===== src/rtl/pts_pkg.sv =====
// shared types, codes and helpers of the priority task scheduler
`default_nettype none

package pts_pkg;

    localparam int MAX_TASKS          = 32;
    localparam int DEF_NUM_TASKS      = 8;
    localparam int DEF_NUM_SEMAPHORES = 4;
    localparam int INIT_REGS          = 4;
    localparam int CFG_INDEX_W        = 3;
    localparam int CFG_DATA_W         = 8;
    localparam int SEM_W              = 8;
    localparam int FIND_IDX_W         = $clog2(MAX_TASKS);

    typedef enum logic [2:0] {
        ACT_START     = 3'd0,
        ACT_POST      = 3'd1,
        ACT_PEND      = 3'd2,
        ACT_IRQ_ENTER = 3'd3,
        ACT_IRQ_EXIT  = 3'd4
    } pts_action_t;

    typedef enum logic [CFG_INDEX_W-1:0] {
        CFG_TASK_COUNT = 3'd0,
        CFG_SEM0_INIT  = 3'd1,
        CFG_SEM1_INIT  = 3'd2,
        CFG_SEM2_INIT  = 3'd3,
        CFG_SEM3_INIT  = 3'd4
    } pts_cfg_index_t;

    typedef enum logic [1:0] {
        ST_IDLE,
        ST_EXEC,
        ST_SCHED,
        ST_DONE
    } pts_state_t;

    typedef struct packed {
        logic [2:0] action;
        logic [1:0] sem_id;
    } pts_cmd_t;

    typedef struct packed {
        logic [2:0]              running_task;
        logic                    switched;
        logic                    deferred;
        logic                    no_ready_task;
        logic signed [SEM_W-1:0] sem_count;
    } pts_result_t;

    // controller to datapath
    typedef struct packed {
        logic load;
        logic exec;
        logic sched;
    } pts_ctrl_t;

    typedef struct packed {
        logic                  found;
        logic [FIND_IDX_W-1:0] idx;
    } pts_find_t;

    // highest set bit of a slot vector
    function automatic pts_find_t find_top(logic [MAX_TASKS-1:0] vec);
        pts_find_t res;
        res.found = 1'b0;
        res.idx   = '0;
        for (int i = 0; i < MAX_TASKS; i++) begin
            if (vec[i])
            begin
                res.found = 1'b1;
                res.idx   = FIND_IDX_W'(i);
            end
        end
        return res;
    endfunction

endpackage

`default_nettype wire


===== src/rtl/pts_ctrl.sv =====
// event sequencer of the priority task scheduler
`default_nettype none

module pts_ctrl
    import pts_pkg::*;
(
    input  wire logic      clk,
    input  wire logic      rst_n,
    input  wire logic      start,
    output logic           busy,
    output logic           done,
    output pts_ctrl_t      ctrl
);

    pts_state_t state_reg;
    pts_state_t state_next;

    always_ff @(posedge clk or negedge rst_n)
    begin
        if (!rst_n)
        begin
            state_reg <= ST_IDLE;
        end
        else
        begin
            state_reg <= state_next;
        end
    end

    always_comb
    begin
        state_next = state_reg;
        ctrl       = '0;
        busy       = 1'b1;
        done       = 1'b0;
        unique case (state_reg)
            ST_IDLE:
            begin
                busy = 1'b0;
                if (start)
                begin
                    ctrl.load  = 1'b1;
                    state_next = ST_EXEC;
                end
            end
            ST_EXEC:
            begin
                ctrl.exec  = 1'b1;
                state_next = ST_SCHED;
            end
            ST_SCHED:
            begin
                ctrl.sched = 1'b1;
                state_next = ST_DONE;
            end
            ST_DONE:
            begin
                done       = 1'b1;
                state_next = ST_IDLE;
            end
            default:
            begin
                state_next = ST_IDLE;
            end
        endcase
    end

endmodule

`default_nettype wire


===== src/rtl/pts_datapath.sv =====
// task, semaphore and interrupt-depth state with the event and reschedule logic
`default_nettype none

module pts_datapath
    import pts_pkg::*;
#(
    parameter int NUM_TASKS      = DEF_NUM_TASKS,
    parameter int NUM_SEMAPHORES = DEF_NUM_SEMAPHORES
)
(
    input  wire logic                   clk,
    input  wire logic                   rst_n,
    input  wire pts_ctrl_t              ctrl,
    input  wire pts_cmd_t               cmd,
    input  wire logic                   cfg_we,
    input  wire logic [CFG_INDEX_W-1:0] cfg_index,
    input  wire logic [CFG_DATA_W-1:0]  cfg_data,
    output pts_result_t                 result
);

    localparam int TW = $clog2(NUM_TASKS);
    localparam int SW = (NUM_SEMAPHORES > 1) ? $clog2(NUM_SEMAPHORES) : 1;

    // configuration
    logic [3:0]       task_count_reg;
    logic [SEM_W-1:0] sem_init_reg [INIT_REGS];

    // scheduler state
    logic [NUM_TASKS-1:0] waiting_reg;
    logic [1:0]           wait_sem_reg [NUM_TASKS];
    logic [SEM_W-1:0]     sem_value_reg [NUM_SEMAPHORES];
    logic [TW-1:0]        current_reg;
    logic [7:0]           isr_depth_reg;
    logic                 need_sched_reg;

    pts_cmd_t    cmd_reg;
    pts_result_t result_reg;

    logic [SW-1:0]        sem_idx;
    logic                 sem_ok;
    logic [SEM_W-1:0]     sem_old;
    logic [NUM_TASKS-1:0] in_use;
    logic [MAX_TASKS-1:0] wake_vec;
    logic [MAX_TASKS-1:0] ready_vec;
    pts_find_t            wake_f;
    pts_find_t            ready_f;
    logic                 blocks;
    logic                 sched_run;

    assign sem_idx = SW'(cmd_reg.sem_id);
    assign sem_ok  = int'(cmd_reg.sem_id) < NUM_SEMAPHORES;
    assign sem_old = sem_value_reg[sem_idx];
    assign blocks  = (sem_old == '0) || sem_old[SEM_W-1];

    always_comb
    begin
        wake_vec  = '0;
        ready_vec = '0;
        for (int i = 0; i < NUM_TASKS; i++) begin
            // a task count of zero still keeps the idle slot
            in_use[i]    = (i == 0) || (i < int'(task_count_reg));
            wake_vec[i]  = in_use[i] && waiting_reg[i] && (wait_sem_reg[i] == cmd_reg.sem_id);
            ready_vec[i] = in_use[i] && !waiting_reg[i];
        end
        wake_f  = find_top(wake_vec);
        ready_f = find_top(ready_vec);
    end

    assign sched_run = need_sched_reg && (isr_depth_reg == '0);

    always_ff @(posedge clk or negedge rst_n)
    begin
        if (!rst_n)
        begin
            task_count_reg <= 4'd1;
            for (int i = 0; i < INIT_REGS; i++) begin
                sem_init_reg[i] <= '0;
            end
        end
        else if (cfg_we)
        begin
            unique case (cfg_index)
                CFG_TASK_COUNT: task_count_reg  <= cfg_data[3:0];
                CFG_SEM0_INIT:  sem_init_reg[0] <= cfg_data;
                CFG_SEM1_INIT:  sem_init_reg[1] <= cfg_data;
                CFG_SEM2_INIT:  sem_init_reg[2] <= cfg_data;
                CFG_SEM3_INIT:  sem_init_reg[3] <= cfg_data;
                default:        ;
            endcase
        end
    end

    always_ff @(posedge clk or negedge rst_n)
    begin
        if (!rst_n)
        begin
            waiting_reg    <= '0;
            current_reg    <= '0;
            isr_depth_reg  <= '0;
            need_sched_reg <= 1'b0;
            for (int i = 0; i < NUM_TASKS; i++) begin
                wait_sem_reg[i] <= '0;
            end
            for (int i = 0; i < NUM_SEMAPHORES; i++) begin
                sem_value_reg[i] <= '0;
            end
        end
        else if (ctrl.exec)
        begin
            need_sched_reg <= 1'b0;
            unique case (cmd_reg.action)
                ACT_START:
                begin
                    for (int i = 0; i < NUM_SEMAPHORES; i++) begin
                        sem_value_reg[i] <= (i < INIT_REGS) ? sem_init_reg[i % INIT_REGS] : '0;
                    end
                    waiting_reg <= '0;
                    for (int i = 0; i < NUM_TASKS; i++) begin
                        wait_sem_reg[i] <= '0;
                    end
                    need_sched_reg <= 1'b1;
                end
                ACT_POST:
                begin
                    if (sem_ok)
                    begin
                        sem_value_reg[sem_idx] <= sem_old + 1'b1;
                        if (wake_f.found)
                        begin
                            waiting_reg[wake_f.idx[TW-1:0]] <= 1'b0;
                            need_sched_reg                  <= 1'b1;
                        end
                    end
                end
                ACT_PEND:
                begin
                    if (sem_ok)
                    begin
                        sem_value_reg[sem_idx] <= sem_old - 1'b1;
                        if (blocks)
                        begin
                            waiting_reg[current_reg]  <= 1'b1;
                            wait_sem_reg[current_reg] <= cmd_reg.sem_id;
                            need_sched_reg            <= 1'b1;
                        end
                    end
                end
                ACT_IRQ_ENTER:
                begin
                    if (isr_depth_reg != 8'hFF)
                    begin
                        isr_depth_reg <= isr_depth_reg + 1'b1;
                    end
                end
                ACT_IRQ_EXIT:
                begin
                    if (isr_depth_reg != 8'h00)
                    begin
                        isr_depth_reg <= isr_depth_reg - 1'b1;
                    end
                    need_sched_reg <= 1'b1;
                end
                default: ;
            endcase
        end
        else if (ctrl.sched)
        begin
            if (sched_run && ready_f.found)
            begin
                current_reg <= ready_f.idx[TW-1:0];
            end
        end
    end

    always_ff @(posedge clk)
    begin
        if (ctrl.load)
        begin
            cmd_reg <= cmd;
        end
        if (ctrl.sched)
        begin
            result_reg.running_task  <= (sched_run && ready_f.found) ?
                                        3'(ready_f.idx[TW-1:0]) : 3'(current_reg);
            result_reg.switched      <= sched_run && ready_f.found &&
                                        (ready_f.idx[TW-1:0] != current_reg);
            result_reg.deferred      <= need_sched_reg && (isr_depth_reg != '0);
            result_reg.no_ready_task <= sched_run && !ready_f.found;
            result_reg.sem_count     <= sem_ok ? sem_value_reg[sem_idx] : '0;
        end
    end

    assign result = result_reg;

endmodule

`default_nettype wire


===== src/rtl/priority_task_scheduler_semaphores.sv =====
// top level of the priority task scheduler with counting semaphores
//
//  channel  | handshake          | payload                 | direction
//  ---------+--------------------+-------------------------+----------
//  event    | start / busy       | cmd (action, sem_id)    | in
//  result   | done strobe        | result (pts_result_t)   | out
//  config   | cfg_we             | cfg_index, cfg_data     | in
//
//  an event transaction is taken when start is high and busy is low
//  every event runs through four steps: accept, apply event, reschedule, result strobe
//  the steps are set by the sequencer, one step per registered stage
//  done is high for one cycle; the result cannot be held off
//  rst_n clears all task, semaphore and interrupt-depth state at once
`default_nettype none

module priority_task_scheduler_semaphores
    import pts_pkg::*;
#(
    parameter int NUM_TASKS      = DEF_NUM_TASKS,
    parameter int NUM_SEMAPHORES = DEF_NUM_SEMAPHORES
)
(
    input  wire logic                   clk,
    input  wire logic                   rst_n,
    input  wire logic                   start,
    output logic                        busy,
    input  wire pts_cmd_t               cmd,
    output logic                        done,
    output pts_result_t                 result,
    input  wire logic                   cfg_we,
    input  wire logic [CFG_INDEX_W-1:0] cfg_index,
    input  wire logic [CFG_DATA_W-1:0]  cfg_data
);

    pts_ctrl_t ctrl;

    pts_ctrl u_ctrl (
        .clk   (clk),
        .rst_n (rst_n),
        .start (start),
        .busy  (busy),
        .done  (done),
        .ctrl  (ctrl)
    );

    pts_datapath #(
        .NUM_TASKS      (NUM_TASKS),
        .NUM_SEMAPHORES (NUM_SEMAPHORES)
    ) u_datapath (
        .clk       (clk),
        .rst_n     (rst_n),
        .ctrl      (ctrl),
        .cmd       (cmd),
        .cfg_we    (cfg_we),
        .cfg_index (cfg_index),
        .cfg_data  (cfg_data),
        .result    (result)
    );

endmodule

`default_nettype wire


===== config.mk =====
export PLATFORM = sky130hd
export DESIGN_NAME = priority_task_scheduler_semaphores
export DESIGN_NICKNAME = d
export VERILOG_FILES = /design/src/rtl/pts_pkg.sv /design/src/rtl/pts_ctrl.sv /design/src/rtl/pts_datapath.sv /design/src/rtl/priority_task_scheduler_semaphores.sv
export SDC_FILE = /design/constraint.sdc
export NUM_CORES = 1
export LEC_CHECK = 0
export ABC_CLOCK_PERIOD_IN_PS = 7700
export BUFFER_PORTS_ARGS = -buffer_cell sky130_fd_sc_hd__clkbuf_2
export CORE_MARGIN = 2
export CORE_UTILIZATION = 60
export DETAILED_ROUTE_END_ITERATION = 6
export GPL_TIMING_DRIVEN = 0
export PLACE_DENSITY = 0.78
export SYNTH_ARGS = -nofsm -noshare
export SYNTH_HDL_FRONTEND = slang
export SYNTH_SLANG_ARGS = --single-unit

===== constraint.sdc =====
create_clock -name clk -period 7.7 [get_ports clk]
set_input_delay 0.77 -clock clk [delete_from_list [all_inputs] [get_ports clk]]
set_output_delay 0.77 -clock clk [all_outputs]
set_load 0.005 [all_outputs]

# Yosys cells after proc, flatten, opt, wreduce, memory -nomap -nowiden
# Index checks and enable logic that the tools add are counted.
# op_classes
addsub	4
magnitude_cmp	15
eq_ne	26
muxes	51
n_bitwise	6
reduce_logical	60
# ops
op	n
$mux 6	16
$pmux 32 s3	1
$bwmux 32	2
$mux 8	7
$pmux 16 s2	1
$logic_and 1x1->1	31
$pmux 8 s3	1
$add 8x1->8 const B	2
$bmux 8 s2	1
$bwmux 16	1
$demux 8 s2	1
$eq 2x2->1	8
$logic_not 8->1	2
$lt 3x4->1 const A	4
$mux 16	1
$pmux 8 s2	1
$sub 8x1->8 const B	2
$reduce_and 2->1	7
$eq 3x2->1 const B	4
$mux 1	10
$and 8x8->8	1
$logic_not 1->1	8
$lt 2x4->1 const A	2
$lt 3x4->1 const B	2
34 further kinds	46
# totals
ff_bits	125
out_inout_bits	16
wordCells	191

# Longest topological paths before layout
# logic_depth
word_depth	18
mapped_depth	12

# Modules after synthesis
# A second synthesis with hierarchy kept.
# hier_totals
hier_cells	633
area_unflattened_um2	6627.6
# modules_own_cells
module	instances	cells_each	area_per_inst_um2	seq_area_each_um2
pts_datapath	1	618	6453.7	3174.3
pts_ctrl	1	15	173.9	50.0

# Worst setup path before layout
# OpenSTA, ideal clock, no wires.
# synth_path
path_type	register to register
startpoint	register u_datapath.cmd_reg, in the netlist u_datapath.sem_idx[1]
endpoint	register u_datapath.wait_sem_reg[9] (netlist bit)
setup_time_ns	0.082
arrival_time_ns	2.690
path_slack_ns	4.928
path_stages_with_launch	12
synth_period_minus_slack_ns	2.772
path_cell_list	edfxtp_1 buf_2 buf_2 mux4_2 inv_1 ha_1 inv_1 nor4_4 a21oi_2 a211o_1 or2_1 o22ai_1
# synth_between
elab_chain_cells	8
word_cells_on_any_way	11
classes_between	eq/ne: 1; mux: 6; bitwise: 1; reduce/logical: 3
# synth_lines
element	line	text
from (decl)	pts_datapath.sv:36	pts_cmd_t cmd_reg;
from (signal assigned)	pts_datapath.sv:179	cmd_reg <= cmd;
$not 2->3 (implied by the code)	pts_datapath.sv:52	assign sem_old = sem_value_reg[sem_idx];
$bmux 8 s2	pts_datapath.sv:52	
$mux 8 (implied by the code) (2 in series)	pts_datapath.sv:52	
net u_datapath.sem_old[0]	pts_datapath.sv:41	logic [SEM_W-1:0] sem_old;
$logic_not 8->1	pts_datapath.sv:53	assign blocks = (sem_old == '0) || sem_old[SEM_W-1];
$logic_or 1x1->1	pts_datapath.sv:53	
$ne 2x1->1 (no line)	n/a	
$reduce_and 3->1 (no line)	n/a	
to (signal, indexed assignment)	pts_datapath.sv:143	wait_sem_reg[current_reg] <= cmd_reg.sem_id;
to (decl)	pts_datapath.sv:30	logic [1:0] wait_sem_reg [NUM_TASKS];
# The timed path passes the listed nets, and every way through them passes these cells. The select of a mux whose other input is x is not followed.
# A chain may end at the register's enable or synchronous reset.

# Final worst setup path
# layout_path
startpoint	register u_datapath.cmd_reg, in the netlist u_datapath.sem_idx[1]
endpoint	register u_datapath.wait_sem_reg[12] (netlist bit)
# Same word-level chain as after synthesis.

==> results by group <==
Detailed routing
  • Met2 wire length: 8160 um
  • Number of routed nets with antenna violations: 0
  • Total number of vias: 5,439
  • M1 WL: 6760 um
  • Max layer used: met4
  • Pre-Repair DR Iteration Count: 5
  • DR WL met3: 1220 um
  • DRT iter0 DRCs: 448
  • Residual DRC: 0
  • Wire length per cell: 19.8 um
  • Final wirelength: 16,600 um
  • Vias per cell: 6.48

Final layout
  • Nets@finish: 721
  • Ant. Diodes: 0
  • Fraction of layout cells with a size suffix above 1: 0.185
  • Area Growth Syn to Fin: 14.8%
  • Most frequent cells in the layout: 105 x dfrtp_1, 58 x o21ai_0, 53 x nand2_1, 42 x mux2_2, 38 x nor2_1
  • Most common library cell in the layout ignoring fill and taps: dfrtp_1

Global routing
  • Total gr overflow: 0
  • GRT Util Overall: 0.301
  • Vias in the first global route: 5,263
  • Initial antenna violation count: 0
  • First-pass GRT wire length: 26,900 um
  • Largest net degree at the start of global routing: 60

Synthesis
  • Avg Cell Area, Syn: 10.4 um^2
  • Post-synth EDFFs: 19
  • Simple-gate portion of the synthesized area: 0.131
  • Synth Register Bits: 125
  • Main flop type after synthesis: dfrtp_1
  • Sequential area share after synthesis: 0.488
  • Post-synthesis instance area: 0.00660 mm^2
  • Syn nets: 666
  • Post-synthesis compound-gate area fraction: 0.176
  • Largest family of logic cells by synthesized area: compound AO/OA/AOI/OAI gates
  • Synthesis Warnings: 0
  • Distinct cells, synth: 63
  • Post-Synth XOR/XNOR Area: 0.0385
  • Mux contribution to synthesized area: 0.104
  • Synthesized-area fraction occupied by adder cells: 0.0277
  • Mapped Cells: 632
  • Synth async-reset ratio: 0.848

CTS
  • CTS H-tree lvls: 4
  • Post-CTS sizing: 0
  • Clock root buffer: clkbuf_8
  • CTS tree: done
  • Setup Fix Bufs, Post-CTS: 0
  • # hold bufs at CTS: 0
  • Clock sink count: 125
  • CTS buffer count: 17
  • Clock slew at reported path FFs: 0.06 ns
  • Worst skew pair latency: 0.54 ns
  • Maximum clock path buffer count: 2

STA
  • Hold Fails Final Rpt: 0
  • Setup TNS: 0 ns
  • F_max: 0.292 GHz
  • Unrepaired setup endpoints after global routing: false
  • Period utilization: 0.446
  • Worst-margin pin slew: 1.35 ns
  • Relative slew slack: 0.0897
  • Final Skew: 0.00689 ns
  • Endpoints failing setup: 0
  • Slew Viols, Final: 0
  • Fin crit period: 3.43 ns

Worst setup path
  • Startpoint types: flip-flop
  • Crit path required time: 8.13 ns
  • Critical Path End Type: flip-flop
  • Worst Path Max Fanout: 10
  • Worst Path Arrival: 3.86 ns
  • Crit Path Class: reg2reg

Power and ir drop
  • Leak: 3.18 nW
  • Worst VDD drop: 0.216 mV
  • Power Dens Cells: 371 mW/mm^2
  • Power Total: 2.81 mW

Placed design
  • Port Buffers: 35
  • RD Place Congestion: 0.960
  • HPWL after detailed placement: 11,600 um

Floorplan
  • Core footprint: 0.0108 mm^2
  • Initial Utilization: 0.612
  • Die H: 109 um
  • Number of I/O pins: 36
  • Cell Rows: 38
  • Die W: 109 um
  • Die area: 0.0119 mm^2

Status
  • Status: finished clean

Worst hold path
  • Worst hold path type: in2async

Job
  • Max_cap viols: 0
## cell type report
class	count	area (um^2)
multi-input cells	449	3150
clock buffers	23	489
fillers	789	3210
flip-flops and latches	125	3220
plain buffers	31	131
well taps	140	175
inverters	27	101
clock inverters	8	105
repair buffers	36	205
## metal layers
metal	global-route usage	vias to the layer above
met3	0.0640	45
li1	-	2437
met5	0	-
met2	0.487	277
met1	0.398	2680
met4	0.119	0
## worst paths after layout
path / start / to / slack (ns) / cells after the start
worst max register to register: u_datapath.sem_idx[1] / u_datapath.wait_sem_reg[12] / 4.27 / 11
max in group asynchronous: rst_n / u_datapath.sem_init_reg[13] / 6.65 / 2
worst max-delay path: u_datapath.sem_idx[1] / u_datapath.wait_sem_reg[12] / 4.27 / 11
worst min register to register: u_datapath.sem_value_reg[1] / u_datapath.sem_value_reg[1] / 0.48 / 2
min in group clk: cmd[1] / u_datapath.sem_idx[1] / 0.41 / 1
worst min-delay path: rst_n / u_datapath.current_reg[1] / 0.32 / 1
## synth_stat cells, types with 11 or more instances
cell type / n / share of area
o21ai_0: 58 / 0.044
dfrtp_1: 105 / 0.40
a22oi_1: 31 / 0.035
clkbuf_1: 26 / 0.015
nor3_1: 18 / 0.014
inv_1: 27 / 0.015
nand3_1: 13 / 0.0099
xnor2_1: 18 / 0.024
edfxtp_1: 19 / 0.086
nor2_1: 38 / 0.022
ha_1: 13 / 0.025
a21oi_1: 30 / 0.023
xor2_1: 11 / 0.015
mux2_2: 42 / 0.072
nand2_1: 53 / 0.030
## report_power, final
group          internal, mW  switching [mW]  leakage, nW
combinational         0.391           0.568         1.37
clock                 0.506           0.294        0.281
sequential            0.901           0.150         1.52
total                  1.80            1.01         3.18
## kinds of logic after synthesis
| group | Yosys count |
|---|---|
| xor gates and xnor gates | 29 |
| and+or+nand+nor | 173 |
| AOI/OAI and AO/OA | 181 |
| muxes | 52 |
| adders and majority gates | 14 |
| DFF | 125 |
| buffers and inverters | 58 |
## per-stage QoR
stage | area, um^2 | setup WS [ns] | cells | utilization | hold slack [ns]
CTS | 7580 | 4.29 | 839 | 0.702 | 0.339
detailed placement | 6980 | 4.30 | 808 | 0.647 | 0.470
floorplan | 6600 | 4.93 | 632 | - | 0.445
finish | 7580 | 4.27 | 839 | 0.702 | 0.316
global placement | 6950 | 4.37 | 807 | 0.644 | 0.457
global route | 7580 | 4.09 | 839 | 0.702 | 0.378
## critical path, cell delays in order (launching register included)
cell and delay (ns):
edfxtp_1 0.32, buf_2 0.28, buf_2 0.38, mux4_2 0.47
inv_1 0.13, ha_1 0.18, inv_1 0.11, nor4_4 0.43
a21oi_2 0.14, a211oi_2 0.40, o21ai_0 0.20, a22o_1 0.27
No activity file was read; power rests on OpenSTA's default activity.
